**src/cpib_pkg.sv**
```systemverilog
// Shared types and constants for the charge port idle cutoff and level blink block.
// No dependencies; every other file uses this package.
`timescale 1ns / 1ps

package cpib_pkg;

	localparam int SAMPLE_W     = 10;
	localparam int READ_W       = SAMPLE_W + 1;
	localparam int THR_W        = 11;
	localparam int LIMIT_W      = 16;
	localparam int PERIOD_W     = 8;
	localparam int STEP_W       = 11;
	localparam int HALF_W       = PERIOD_W;
	localparam int PROD_W       = HALF_W + STEP_W;
	localparam int SW_W         = 4;
	localparam int OUT_W        = 4;
	localparam int SAMPLE_PORTS = 4;
	localparam int CFG_IDX_W    = 2;
	localparam int CFG_DATA_W   = 16;
	localparam int PORTS_DEF    = 4;

	localparam logic [THR_W-1:0]    THR_RESET    = THR_W'(50);
	localparam logic [LIMIT_W-1:0]  LIMIT_RESET  = LIMIT_W'(50);
	localparam logic [PERIOD_W-1:0] PERIOD_RESET = PERIOD_W'(40);
	localparam logic [STEP_W-1:0]   STEP_RESET   = STEP_W'(100);

	typedef enum logic [CFG_IDX_W-1:0] {
		CFG_LOW_THRESHOLD = 2'd0,
		CFG_CUTOFF_LIMIT  = 2'd1,
		CFG_BLINK_PERIOD  = 2'd2,
		CFG_LEVEL_STEP    = 2'd3
	} cpib_cfg_idx_t;

	typedef enum logic {
		CMD_SAMPLE = 1'b0,
		CMD_TICK   = 1'b1
	} cpib_cmd_t;

	typedef struct packed {
		logic [THR_W-1:0]    low_threshold;
		logic [LIMIT_W-1:0]  cutoff_limit;
		logic [PERIOD_W-1:0] blink_period;
		logic [STEP_W-1:0]   level_step;
	} cpib_cfg_t;

	// Per-transaction control fanned out to every port slice.
	typedef struct packed {
		logic              fire;
		logic              tick;
		logic              odd;
		logic [HALF_W-1:0] half;
	} cpib_ctrl_t;

endpackage

```
**src/cpib_sample_if.sv**
```systemverilog
// Input channel: one command with four readings and the switch levels.
// Depends on cpib_pkg for field widths.
`timescale 1ns / 1ps

interface cpib_sample_if;
	logic                          valid;
	logic                          ready;
	logic                          command;
	logic [cpib_pkg::SAMPLE_W-1:0] sample_a;
	logic [cpib_pkg::SAMPLE_W-1:0] sample_b;
	logic [cpib_pkg::SAMPLE_W-1:0] sample_c;
	logic [cpib_pkg::SAMPLE_W-1:0] sample_d;
	logic [cpib_pkg::SW_W-1:0]     switch_levels;

	modport source (output valid, command, sample_a, sample_b, sample_c, sample_d,
		switch_levels, input ready);
	modport sink (input valid, command, sample_a, sample_b, sample_c, sample_d,
		switch_levels, output ready);
endinterface

```
**src/cpib_result_if.sv**
```systemverilog
// Result channel: cutoff and LED bits for every accepted item.
// Depends on cpib_pkg for field widths.
`timescale 1ns / 1ps

interface cpib_result_if;
	logic                       valid;
	logic                       ready;
	logic [cpib_pkg::OUT_W-1:0] cutoff_outputs;
	logic [cpib_pkg::OUT_W-1:0] level_leds;

	modport source (output valid, cutoff_outputs, level_leds, input ready);
	modport sink (input valid, cutoff_outputs, level_leds, output ready);
endinterface

```
**src/cpib_blink.sv**
```systemverilog
// Blink counter: wraps at the configured period and supplies the LED phase.
// Depends on cpib_pkg.
`timescale 1ns / 1ps

module cpib_blink (
	input  logic                            clk,
	input  logic                            arst_n,
	input  logic                            step,
	input  logic [cpib_pkg::PERIOD_W-1:0]   period,
	output logic                            odd,
	output logic [cpib_pkg::HALF_W-1:0]     half
);
	import cpib_pkg::*;

	logic [PERIOD_W-1:0] count_q;
	logic [PERIOD_W-1:0] count_inc;
	logic [PERIOD_W-1:0] count_next;
	logic [PERIOD_W:0]   half_sum;

	assign count_inc  = count_q + PERIOD_W'(1);
	assign count_next = (count_inc >= period) ? '0 : count_inc;
	assign odd        = count_next[0];
	assign half_sum   = {1'b0, count_next} + (PERIOD_W+1)'(1);
	assign half       = half_sum[PERIOD_W:1];

	always_ff @(posedge clk or negedge arst_n) begin
		if (!arst_n) begin
			count_q <= '0;
		end else if (step) begin
			count_q <= count_next;
		end
	end

endmodule

```
**src/cpib_port.sv**
```systemverilog
// One port slice: stored reading, idle counter, cutoff bit and LED bit.
// Depends on cpib_pkg for the control and configuration structs.
`timescale 1ns / 1ps

module cpib_port #(
	parameter bit HAS_SAMPLE = 1'b1
) (
	input  logic                            clk,
	input  logic                            arst_n,
	input  cpib_pkg::cpib_ctrl_t            ctrl,
	input  cpib_pkg::cpib_cfg_t             cfg,
	input  logic [cpib_pkg::SAMPLE_W-1:0]   sample,
	input  logic                            switch_level,
	output logic                            cutoff,
	output logic                            led
);
	import cpib_pkg::*;

	logic [READ_W-1:0]  reading_q;
	logic [LIMIT_W-1:0] count_q;
	logic               cutoff_q;
	logic               led_q;

	logic [READ_W-1:0]  reading_new;
	logic [LIMIT_W-1:0] count_inc;
	logic [LIMIT_W-1:0] count_new;
	logic [PROD_W-1:0]  product;
	logic               lit;
	logic               can_count;

	assign reading_new = (!ctrl.tick && HAS_SAMPLE) ? {sample, 1'b0} : reading_q;

	// The counter stops one past the limit so the cutoff fires exactly once per idle run.
	assign can_count = ctrl.tick && (reading_q < cfg.low_threshold)
		&& (count_q <= cfg.cutoff_limit) && (count_q != '1);
	assign count_inc = can_count ? count_q + LIMIT_W'(1) : count_q;
	assign count_new = (reading_new >= cfg.low_threshold) ? '0 : count_inc;

	assign cutoff = (count_new == cfg.cutoff_limit) || (cutoff_q && switch_level);

	// half <= reading / step is the same as half * step <= reading; a zero step always lights.
	assign product = PROD_W'(ctrl.half) * PROD_W'(cfg.level_step);
	assign lit     = product <= PROD_W'(reading_q);

	always_comb begin
		led = led_q;
		if (ctrl.tick) begin
			led = ctrl.odd ? (led_q || lit) : 1'b0;
		end
	end

	always_ff @(posedge clk or negedge arst_n) begin
		if (!arst_n) begin
			reading_q <= '0;
			count_q   <= '0;
			cutoff_q  <= 1'b0;
			led_q     <= 1'b1;
		end else if (ctrl.fire) begin
			reading_q <= reading_new;
			count_q   <= count_new;
			cutoff_q  <= cutoff;
			led_q     <= led;
		end
	end

endmodule

```
**src/charge_port_idle_cutoff_and_level_blink_core.sv**
```systemverilog
// Charge port monitor: one item is accepted every clock cycle while the result side drains.
// Each item goes from the input register through a single pass of each port slice (an 8 by
// 11 bit multiply and compare, the idle counter update and the cutoff compare) into the
// result register. A full result register that is not taken stalls the input register.
// Configuration registers reset to threshold 50, limit 50, period 40, step 100 and are
// written directly through the write port; the user must write them only while no
// transaction is in flight, and the block itself does not enforce this.
`timescale 1ns / 1ps

module charge_port_idle_cutoff_and_level_blink_core #(
	parameter int PORTS = cpib_pkg::PORTS_DEF
) (
	input  logic                              clk,
	input  logic                              arst_n,
	cpib_sample_if.sink                       sample_ch,
	cpib_result_if.source                     result_ch,
	input  logic                              cfg_write_en,
	input  logic [cpib_pkg::CFG_IDX_W-1:0]    cfg_index,
	input  logic [cpib_pkg::CFG_DATA_W-1:0]   cfg_data
);
	import cpib_pkg::*;

	cpib_cfg_t  cfg_q;
	cpib_ctrl_t ctrl;

	logic                               valid_s1;
	logic                               cmd_s1;
	logic [SAMPLE_PORTS-1:0][SAMPLE_W-1:0] samples_s1;
	logic [SW_W-1:0]                    switch_s1;

	logic                 result_valid_q;
	logic [OUT_W-1:0]     cutoff_q;
	logic [OUT_W-1:0]     leds_q;

	logic                 advance;
	logic                 accept;
	logic                 blink_odd;
	logic [HALF_W-1:0]    blink_half;
	logic [PORTS-1:0]     cutoff_new;
	logic [PORTS-1:0]     led_new;
	logic [OUT_W-1:0]     cutoff_out;
	logic [OUT_W-1:0]     led_out;

	always_ff @(posedge clk or negedge arst_n) begin
		if (!arst_n) begin
			cfg_q.low_threshold <= THR_RESET;
			cfg_q.cutoff_limit  <= LIMIT_RESET;
			cfg_q.blink_period  <= PERIOD_RESET;
			cfg_q.level_step    <= STEP_RESET;
		end else if (cfg_write_en) begin
			unique case (cpib_cfg_idx_t'(cfg_index))
				CFG_LOW_THRESHOLD: cfg_q.low_threshold <= cfg_data[THR_W-1:0];
				CFG_CUTOFF_LIMIT:  cfg_q.cutoff_limit  <= cfg_data[LIMIT_W-1:0];
				CFG_BLINK_PERIOD:  cfg_q.blink_period  <= cfg_data[PERIOD_W-1:0];
				CFG_LEVEL_STEP:    cfg_q.level_step    <= cfg_data[STEP_W-1:0];
				default:           cfg_q <= cfg_q;
			endcase
		end
	end

	// The input register moves on whenever the result register is empty or being taken.
	assign advance         = valid_s1 && (!result_valid_q || result_ch.ready);
	assign sample_ch.ready = !valid_s1 || advance;
	assign accept          = sample_ch.valid && sample_ch.ready;

	always_ff @(posedge clk or negedge arst_n) begin
		if (!arst_n) begin
			valid_s1 <= 1'b0;
		end else if (sample_ch.ready) begin
			valid_s1 <= sample_ch.valid;
		end
	end

	always_ff @(posedge clk) begin
		if (accept) begin
			cmd_s1        <= sample_ch.command;
			samples_s1[0] <= sample_ch.sample_a;
			samples_s1[1] <= sample_ch.sample_b;
			samples_s1[2] <= sample_ch.sample_c;
			samples_s1[3] <= sample_ch.sample_d;
			switch_s1     <= sample_ch.switch_levels;
		end
	end

	cpib_blink u_blink (
		.clk    (clk),
		.arst_n (arst_n),
		.step   (advance && (cmd_s1 == CMD_TICK)),
		.period (cfg_q.blink_period),
		.odd    (blink_odd),
		.half   (blink_half)
	);

	assign ctrl.fire = advance;
	assign ctrl.tick = (cmd_s1 == CMD_TICK);
	assign ctrl.odd  = blink_odd;
	assign ctrl.half = blink_half;

	for (genvar p = 0; p < PORTS; p++) begin : g_port
		if (p < SAMPLE_PORTS) begin : g_fed
			cpib_port #(.HAS_SAMPLE(1'b1)) u_port (
				.clk          (clk),
				.arst_n       (arst_n),
				.ctrl         (ctrl),
				.cfg          (cfg_q),
				.sample       (samples_s1[p]),
				.switch_level (switch_s1[p]),
				.cutoff       (cutoff_new[p]),
				.led          (led_new[p])
			);
		end else begin : g_unfed
			cpib_port #(.HAS_SAMPLE(1'b0)) u_port (
				.clk          (clk),
				.arst_n       (arst_n),
				.ctrl         (ctrl),
				.cfg          (cfg_q),
				.sample       ('0),
				.switch_level (1'b1),
				.cutoff       (cutoff_new[p]),
				.led          (led_new[p])
			);
		end
	end

	for (genvar b = 0; b < OUT_W; b++) begin : g_out
		if (b < PORTS) begin : g_used
			assign cutoff_out[b] = cutoff_new[b];
			assign led_out[b]    = led_new[b];
		end else begin : g_unused
			assign cutoff_out[b] = 1'b0;
			assign led_out[b]    = 1'b0;
		end
	end

	always_ff @(posedge clk or negedge arst_n) begin
		if (!arst_n) begin
			result_valid_q <= 1'b0;
		end else if (advance) begin
			result_valid_q <= 1'b1;
		end else if (result_ch.ready) begin
			result_valid_q <= 1'b0;
		end
	end

	always_ff @(posedge clk) begin
		if (advance) begin
			cutoff_q <= cutoff_out;
			leds_q   <= led_out;
		end
	end

	assign result_ch.valid          = result_valid_q;
	assign result_ch.cutoff_outputs = cutoff_q;
	assign result_ch.level_leds     = leds_q;

	a_advance_fills_result: assert property (@(posedge clk) disable iff (!arst_n)
		advance |=> result_valid_q)
		else $error("processed transaction did not reach the result register");

	a_stall_holds_stage: assert property (@(posedge clk) disable iff (!arst_n)
		(valid_s1 && result_valid_q && !result_ch.ready) |=> (valid_s1 && $stable(cmd_s1)))
		else $error("input register lost a transaction during a result stall");

	a_no_advance_when_blocked: assert property (@(posedge clk) disable iff (!arst_n)
		(result_valid_q && !result_ch.ready) |-> !ctrl.fire)
		else $error("state updated while the result register was blocked");

endmodule
```
**src/flat_wrapper.sv**
```systemverilog
// flat-port wrapper written by rule: the top's interface ports become plain ports
module charge_port_idle_cutoff_and_level_blink_core_flat import cpib_pkg::*;
#(
	parameter int PORTS = cpib_pkg::PORTS_DEF
)
  (clk, arst_n, cfg_write_en, cfg_index, cfg_data, sample_ch_valid, sample_ch_command, sample_ch_sample_a, sample_ch_sample_b, sample_ch_sample_c, sample_ch_sample_d, sample_ch_switch_levels, sample_ch_ready, result_ch_valid, result_ch_cutoff_outputs, result_ch_level_leds, result_ch_ready);
  cpib_sample_if sample_ch_i ();
  cpib_result_if result_ch_i ();
  input  logic clk;
  input  logic arst_n;
  input  logic cfg_write_en;
  input  logic [cpib_pkg::CFG_IDX_W-1:0] cfg_index;
  input  logic [cpib_pkg::CFG_DATA_W-1:0] cfg_data;
  input wire logic [$bits(sample_ch_i.valid)-1:0] sample_ch_valid;
  input wire logic [$bits(sample_ch_i.command)-1:0] sample_ch_command;
  input wire logic [$bits(sample_ch_i.sample_a)-1:0] sample_ch_sample_a;
  input wire logic [$bits(sample_ch_i.sample_b)-1:0] sample_ch_sample_b;
  input wire logic [$bits(sample_ch_i.sample_c)-1:0] sample_ch_sample_c;
  input wire logic [$bits(sample_ch_i.sample_d)-1:0] sample_ch_sample_d;
  input wire logic [$bits(sample_ch_i.switch_levels)-1:0] sample_ch_switch_levels;
  output wire logic [$bits(sample_ch_i.ready)-1:0] sample_ch_ready;
  output wire logic [$bits(result_ch_i.valid)-1:0] result_ch_valid;
  output wire logic [$bits(result_ch_i.cutoff_outputs)-1:0] result_ch_cutoff_outputs;
  output wire logic [$bits(result_ch_i.level_leds)-1:0] result_ch_level_leds;
  input wire logic [$bits(result_ch_i.ready)-1:0] result_ch_ready;
  assign sample_ch_i.valid = sample_ch_valid;
  assign sample_ch_i.command = sample_ch_command;
  assign sample_ch_i.sample_a = sample_ch_sample_a;
  assign sample_ch_i.sample_b = sample_ch_sample_b;
  assign sample_ch_i.sample_c = sample_ch_sample_c;
  assign sample_ch_i.sample_d = sample_ch_sample_d;
  assign sample_ch_i.switch_levels = sample_ch_switch_levels;
  assign sample_ch_ready = sample_ch_i.ready;
  assign result_ch_valid = result_ch_i.valid;
  assign result_ch_cutoff_outputs = result_ch_i.cutoff_outputs;
  assign result_ch_level_leds = result_ch_i.level_leds;
  assign result_ch_i.ready = result_ch_ready;
  charge_port_idle_cutoff_and_level_blink_core #(.PORTS(PORTS)) u_core (.clk(clk), .arst_n(arst_n), .sample_ch(sample_ch_i), .result_ch(result_ch_i), .cfg_write_en(cfg_write_en), .cfg_index(cfg_index), .cfg_data(cfg_data));
endmodule
```
**config.mk**
```make
export PLATFORM = sky130hd
export DESIGN_NAME = charge_port_idle_cutoff_and_level_blink_core_flat
export DESIGN_NICKNAME = d
export VERILOG_FILES = /design/src/cpib_pkg.sv /design/src/cpib_sample_if.sv /design/src/cpib_result_if.sv /design/src/cpib_blink.sv /design/src/cpib_port.sv /design/src/charge_port_idle_cutoff_and_level_blink_core.sv /design/src/flat_wrapper.sv
export SDC_FILE = /design/constraint.sdc
export NUM_CORES = 1
export LEC_CHECK = 0
export BUFFER_PORTS_ARGS = -buffer_cell sky130_fd_sc_hd__buf_2
export CAP_MARGIN = 15
export CORE_UTILIZATION = 25
export CTS_CLUSTER_SIZE = 12
export DETAILED_ROUTE_END_ITERATION = 12
export GPL_TIMING_DRIVEN = 0
export SLEW_MARGIN = 15
export SYNTH_ARGS = -nofsm -noshare
export SYNTH_HDL_FRONTEND = slang
export SYNTH_SLANG_ARGS = --single-unit
```
**constraint.sdc**
```tcl
create_clock -name clk -period 10.8 [get_ports clk]
set_clock_uncertainty 0.2 [all_clocks]
set_input_delay 2.16 -clock clk [delete_from_list [all_inputs] [get_ports clk]]
set_output_delay 2.16 -clock clk [all_outputs]
set_load 0.005 [all_outputs]
```
* Word-level counts from Yosys, hierarchy flattened
Index checks and enable logic that the tools add are counted.
W data, S select, Z words.
** Operators by class
- Add/subtract/negate cells :: 6
- Multipliers :: 1
- Magnitude comparators :: 17
- Equality and inequality tests :: 11
- Mux-type cells :: 23
- Reductions and logical operators :: 37
** Operators with widths (number)
- $mux W16 :: 8
- $le A19 B11 Y1 :: 4
- $add A16 B1 Y16 const B :: 4
- $eq A16 B16 Y1 :: 4
- $le A16 B16 Y1 :: 4
- $ne A16 B16 Y1 const B :: 4
- $ge A11 B11 Y1 :: 4
- $lt A11 B11 Y1 :: 4
- $mux W11 :: 4
- $logic_and A1 B1 Y1 :: 19
- $mul A8 B11 Y19 :: 1
- $logic_or A1 B1 Y1 :: 10
- $mux W1 :: 10
- $add A8 B1 Y9 const B :: 1
- $add A8 B1 Y8 const B :: 1
- $ge A8 B8 Y1 :: 1
- $mux W8 :: 1
- $reduce_and A2 Y1 :: 4
- $eq A2 B2 Y1 const B :: 2
- $eq A2 B1 Y1 const B :: 1
- $logic_not A1 Y1 :: 2
- $logic_not A2 Y1 :: 1
- $reduce_bool A2 Y1 :: 1
** Storage, ports and cells
- Bits in registers :: 225
- Bits of input ports :: 68
- Output and inout port bits :: 10
- Word-level logic and storage cells :: 126

* Logic depth before layout (Yosys ltp)
- Word-level depth :: 9
- Mapped depth :: 37
- Depth with buffers taken out :: 35

* Cells and area by module
A second synthesis with hierarchy kept.
** Second synthesis, totals
- Cells, all modules :: 3361
- Area total of the unflattened synthesis :: 29947.5 µm²
** By module, submodules not included
- cpib_port (u_core.g_port[0].g_fed.u_port) :: instances 1, cells an instance 816, area each 6590.1 µm², seq. area each 726.9 µm²
- cpib_port (u_core.g_port[2].g_fed.u_port) :: instances 1, cells an instance 772, area each 6419.9 µm², seq. area each 726.9 µm²
- cpib_port (u_core.g_port[3].g_fed.u_port) :: instances 1, cells an instance 757, area each 6413.7 µm², seq. area each 726.9 µm²
- cpib_port (u_core.g_port[1].g_fed.u_port) :: instances 1, cells an instance 736, area each 6055.8 µm², seq. area each 726.9 µm²
- charge_port_idle_cutoff_and_level_blink_core :: instances 1, cells an instance 161, area each 3450.8 µm², seq. area each 2806.4 µm²
- cpib_blink :: instances 1, cells an instance 119, area each 1017.2 µm², seq. area each 200.2 µm²

* Worst setup path before layout
No wires, ideal clock.
- Kind :: reg2reg
- Start :: register u_core.u_blink.count_q[0]
- End :: register u_core.g_port[0].g_fed.u_port.led_q
- Setup time :: 0.079 ns
- Arrival time :: 7.557 ns
- Data required time :: 10.521 ns
- Slack :: 2.965 ns
- Cell stages (with the launch flop) :: 34
- Buffers on the path :: 2
- Clock period less this slack :: 7.835 ns
- Path through :: dfrtp_1 ha_1 nand2_1 nor2_1 xor2_1 ha_1 or3_1 o21ai_0 a21oi_1 clkbuf_1 nor2_1 ha_1 nand3_1 nor2_1 nand2_1 nor3b_1 clkbuf_1 nand2_1 fa_1 fa_1 fa_1 fa_1 inv_1 ha_1 inv_1 o21bai_1 a21oi_1 o21ai_0 xnor2_1 o2111ai_1 a311oi_1 nand3_1 or3b_2 o21ai_0
** On the way
- Longest elaborated chain between the ends :: 9
** Ends and longest elaborated chain
- from (decl) :: line cpib_blink.sv:15 : logic [PERIOD_W-1:0] count_q;
- from (signal assigned) :: line cpib_blink.sv:30 : count_q <= count_next;
- $add A8 B1 Y8 (*) :: line cpib_blink.sv:20 : assign count_inc = count_q + PERIOD_W'(1);
- $ge A8 B8 Y1 :: line cpib_blink.sv:21 : assign count_next = (count_inc >= period) ? '0 : count_inc;
- $mux W8 (*) :: line cpib_blink.sv:21
- net u_core.blink_odd :: line charge_port_idle_cutoff_and_level_blink_core.sv:37 : logic blink_odd;
- $add A8 B1 Y9 :: line cpib_blink.sv:23 : assign half_sum = {1'b0, count_next} + (PERIOD_W+1)'(1);
- $mul A8 B11 Y19 :: line cpib_port.sv:42 : assign product = PROD_W'(ctrl.half) * PROD_W'(cfg.level_step);
- $le A19 B11 Y1 :: line cpib_port.sv:43 : assign lit = product <= PROD_W'(reading_q);
- $logic_or A1 B1 Y1 :: line cpib_port.sv:48 : led = ctrl.odd ? (led_q || lit) : 1'b0;
- $mux W1 (*) :: line cpib_port.sv:48
- $mux W1 (*) :: line cpib_port.sv:47 : if (ctrl.tick) begin
- to (signal assigned) :: line cpib_port.sv:62 : led_q <= led;
- to (decl) :: line cpib_port.sv:22 : logic led_q;
The timed path passes the listed nets; every way through them passes the cells marked *.
A chain may end at the register's enable or synchronous reset.

* Worst setup path in the final report
- Start :: register u_core.u_blink.count_q[0]
- End :: register u_core.g_port[3].g_fed.u_port.led_q
** On the way
- Longest elaborated chain between the ends :: 9
** Ends and longest elaborated chain (line)
- $add A8 B1 Y8 (*) :: cpib_blink.sv:20
- $ge A8 B8 Y1 :: cpib_blink.sv:21
- $mux W8 (*) :: cpib_blink.sv:21
- net u_core.blink_odd :: charge_port_idle_cutoff_and_level_blink_core.sv:37
- $add A8 B1 Y9 :: cpib_blink.sv:23
- $mul A8 B11 Y19 :: cpib_port.sv:42
- $le A19 B11 Y1 :: cpib_port.sv:43
- $logic_or A1 B1 Y1 :: cpib_port.sv:48
- $mux W1 (*) :: cpib_port.sv:48
- $mux W1 (*) :: cpib_port.sv:47
- to (signal assigned) :: cpib_port.sv:62
- to (decl) :: cpib_port.sv:22
Marks and branches as above.

==> impl_metrics.tcl <==
set metrics [dict create \
    status "finished clean" \
    final_common_cell "ha_1" \
    drt-pass1-iter-count 5 \
    leakage_nw 9.77 \
    ir_worst_vdd_mv 0.175 \
    drcViolationCount 0 \
    crit_path_end_kind "register" \
    cts_tree "yes" \
    std_cell_rows 103 \
    die_x_um 285 \
    fmax_ghz 0.108 \
    ctsHoldBuffers 0 \
    fp.dieH_um 285 \
    yosysUniqueCellTypes 84 \
    synth_area_per_cell_um2 8.96 \
    antenna_found_initial 4 \
    placedInstanceArea_um2 21700 \
    slew_headroom_pct 23.9 \
    powerDensity_nw_per_um2 262 \
    drive_above_1_share_pct 11.0 \
    period_minus_slack_ns 9.24 \
    grt_pass1_wl_mm 98.1 \
    rsz0062_at_grt "false" \
    timing.final.ws_setup_ns 1.56 \
    diodes 0 \
    vias 17200 \
    clock_latency_ns 0.60 \
    max_stage_delay_ns 0.57 \
    synth-edff-count 53 \
    mostFrequentLayoutCells "ha_1, nand2_1, o21ai_0" \
    initial_core_util_pct 25.3 \
    synth_warnings 0 \
    period_share_pct 85.5 \
    synth_flop_cell "dfrtp_1" \
    tns_ns 0 \
    hp-class "register to register" \
    syn2layout_area_growth_pct 13.8 \
    cts-resized-gates 0 \
    syn_inst 2227 \
    ys_seq_elements 225 \
    worstPathMaxFanout 10 \
    setup_viol 0 \
    worst_slew_pin_slew_ns 1.11 \
    vias_per_cell 5.05 \
    clockRootBuffer "clkbuf_16" \
    arrival_ns 9.54 \
    detail_route.wl_per_cell_um 18.7 \
    syn_area_um2 20000 \
    required_ns 11.10 \
    grt_remaining_overflow 0 \
    cts-buffers-inserted 30 \
    synthArstFlopShare_pct 76.4 \
    cp-start-kind "register" \
    dpl.hpwl_mm 48.0 \
    grt_pass1_vias 16500 \
    die_area_um2 80900 \
    cp_slowest_cell "or3b_2" \
    worst-setup-path-type "register to register" \
    grt_use_total_pct 15.6 \
    num-nets-final 2705 \
    coreArea_um2 79000 \
    final_area_um2 22700 \
    clock-sinks 225 \
    grt_max_degree 89 \
    h-tree-depth 1 \
    postCtsSetupRepairBufs 0 \
    clk_path_buf_depth 3 \
    synth_nets 2594 \
    dpl_worst_slack_ns 1.55 \
    clk_pin_slew_ns 0.06 \
    yosysSeqAreaShare_pct 29.6 \
    globalplace.congestion 0.893 \
    hold_violations 0 \
    slew_violations 0 \
    drt-total-wl_mm 63.8 \
    drt_iter0_drc 1699 \
    postRouteAntennaNets 0 \
    drv_cap 0 \
    ioPinCount 78 \
    power_mw 5.94 \
    port_buffers 77 \
]
-- metrics by stage --
| stage | hold slack [ns] | utilization (%) | instances |
|---|---|---|---|
| finish | 0.278 | 28.7 | 3412 |
| global route | 0.295 | 28.7 | 3412 |
| CTS | 0.281 | 28.7 | 3412 |
| detailed placement | 0.273 | 27.5 | 3356 |
| global placement | 0.266 | 27.4 | 3354 |
| floorplan | 0.257 | - | 2227 |
-- logic make-up (layout without fill, tap and decap cells) --
family                   after synthesis  in the layout  share of synthesized area [%]
AO/OA/AOI/OAI                        512            512                           16.0
flip-flops                           225            225                           29.6
XOR/XNOR                              99             99                           4.62
buffers and inverters                266            401                           5.07
adder cells (fa/ha/maj)              299            299                           20.8
multiplexers                          96             96                           5.33
AND/OR/NAND/NOR                      730            730                           18.5
-- worst max-delay path, delay by kind of cell, from the launching register on --
kind	cells	cell delay, ns
and+or+nand+nor	12	2.68
DFF	1	0.49
xor gates and xnor gates	1	0.37
AOI/OAI and AO/OA	8	1.39
adders and majority gates	8	3.28
buffers and inverters	4	0.76
-- per-layer routing --
| metal | vias up | track usage [%] | share of wire [%] |
|---|---|---|---|
| li1 | 8201 | - | - |
| met1 | 8304 | 21.6 | 45 |
| met2 | 608 | 25.0 | 45 |
| met3 | 111 | 1.93 | 7.1 |
| met4 | 0 | 4.83 | 3.1 |
| met5 | - | 0 | 0 |
-- Yosys cell counts, types with 6 or more instances --
master / number / area, um2
dfstp_2: 15 / 394
and4_1: 11 / 96.3
buf_1: 7 / 26.3
xnor2_1: 71 / 622
nand3b_1: 10 / 75.1
and3_1: 21 / 131
o22ai_1: 7 / 43.8
nor2_1: 107 / 402
dfrtp_1: 157 / 3930
nor2b_1: 21 / 131
o41ai_1: 6 / 52.6
nor4b_1: 8 / 70.1
nand2b_1: 25 / 156
a211oi_1: 24 / 180
edfxtp_1: 53 / 1590
or2_2: 6 / 37.5
o32ai_1: 6 / 52.6
buf_2: 11 / 55.1
a31oi_1: 12 / 75.1
inv_1: 171 / 642
a21oi_1: 109 / 546
a21o_1: 22 / 165
mux2_2: 82 / 923
a22o_1: 7 / 61.3
and2_1: 87 / 544
mux2i_1: 14 / 140
or3_1: 13 / 81.3
o21a_1: 29 / 218
nand4_1: 44 / 275
o31ai_1: 33 / 248
nand2_1: 233 / 875
clkbuf_1: 74 / 278
fa_1: 54 / 1080
or4_1: 10 / 75.1
o211ai_1: 6 / 45.0
xor2_1: 24 / 210
nand3_1: 71 / 355
nor3_1: 32 / 160
nor4_1: 14 / 87.6
o21ai_0: 193 / 966
ha_1: 245 / 3070
-- where the power goes --
| part | switching, mW | internal, mW |
|---|---|---|
| Combinational | 2.31 | 1.49 |
| Sequential | 0.124 | 1.01 |
| Clock | 0.425 | 0.585 |
-- layout make-up --
cell class                 instances  area, um2
sequential                       225       5910
tap                             1050       1310
multi-input combinational       1736      13000
buffer                            92        360
fill                            8385      56300
inverter                         174        653
clock inverter                    21        178
clock buffer                      35        811
timing repair buffer              79        450
-- worst paths after layout --
path,from,endpoint,slack [ns],depth (start not counted)
min,u_core.valid_s1,u_core.result_ch.valid,0.28,1
min reg2reg,u_core.valid_s1,u_core.result_ch.valid,0.28,1
min in group asynchronous,arst_n,u_core.g_port[1].g_fed.u_port.count_q[10],1.41,1
max,u_core.u_blink.count_q[0],u_core.g_port[3].g_fed.u_port.led_q,1.56,33
max reg2reg,u_core.u_blink.count_q[0],u_core.g_port[3].g_fed.u_port.led_q,1.56,33
max in group asynchronous,arst_n,u_core.g_port[1].g_fed.u_port.led_q,8.02,2
-- sequential cells by signal, indices dropped and copies added, names as in the netlist --
signal / count
u_core.result_ch.level_leds: 4
u_core.samples_s1: 40
u_core.result_ch.valid: 1
u_core.g_port.g_fed.u_port.reading_q: 44
u_core.cmd_s1: 1
u_core.switch_s1: 4
u_core.valid_s1: 1
u_core.g_port.g_fed.u_port.led_q: 4
u_core.g_port.g_fed.u_port.count_q: 64
u_core.u_blink.count_q: 8
u_core.cfg_q: 46
u_core.result_ch.cutoff_outputs: 4
u_core.g_port.g_fed.u_port.cutoff_q: 4
(Power assumes the default switching activity.)
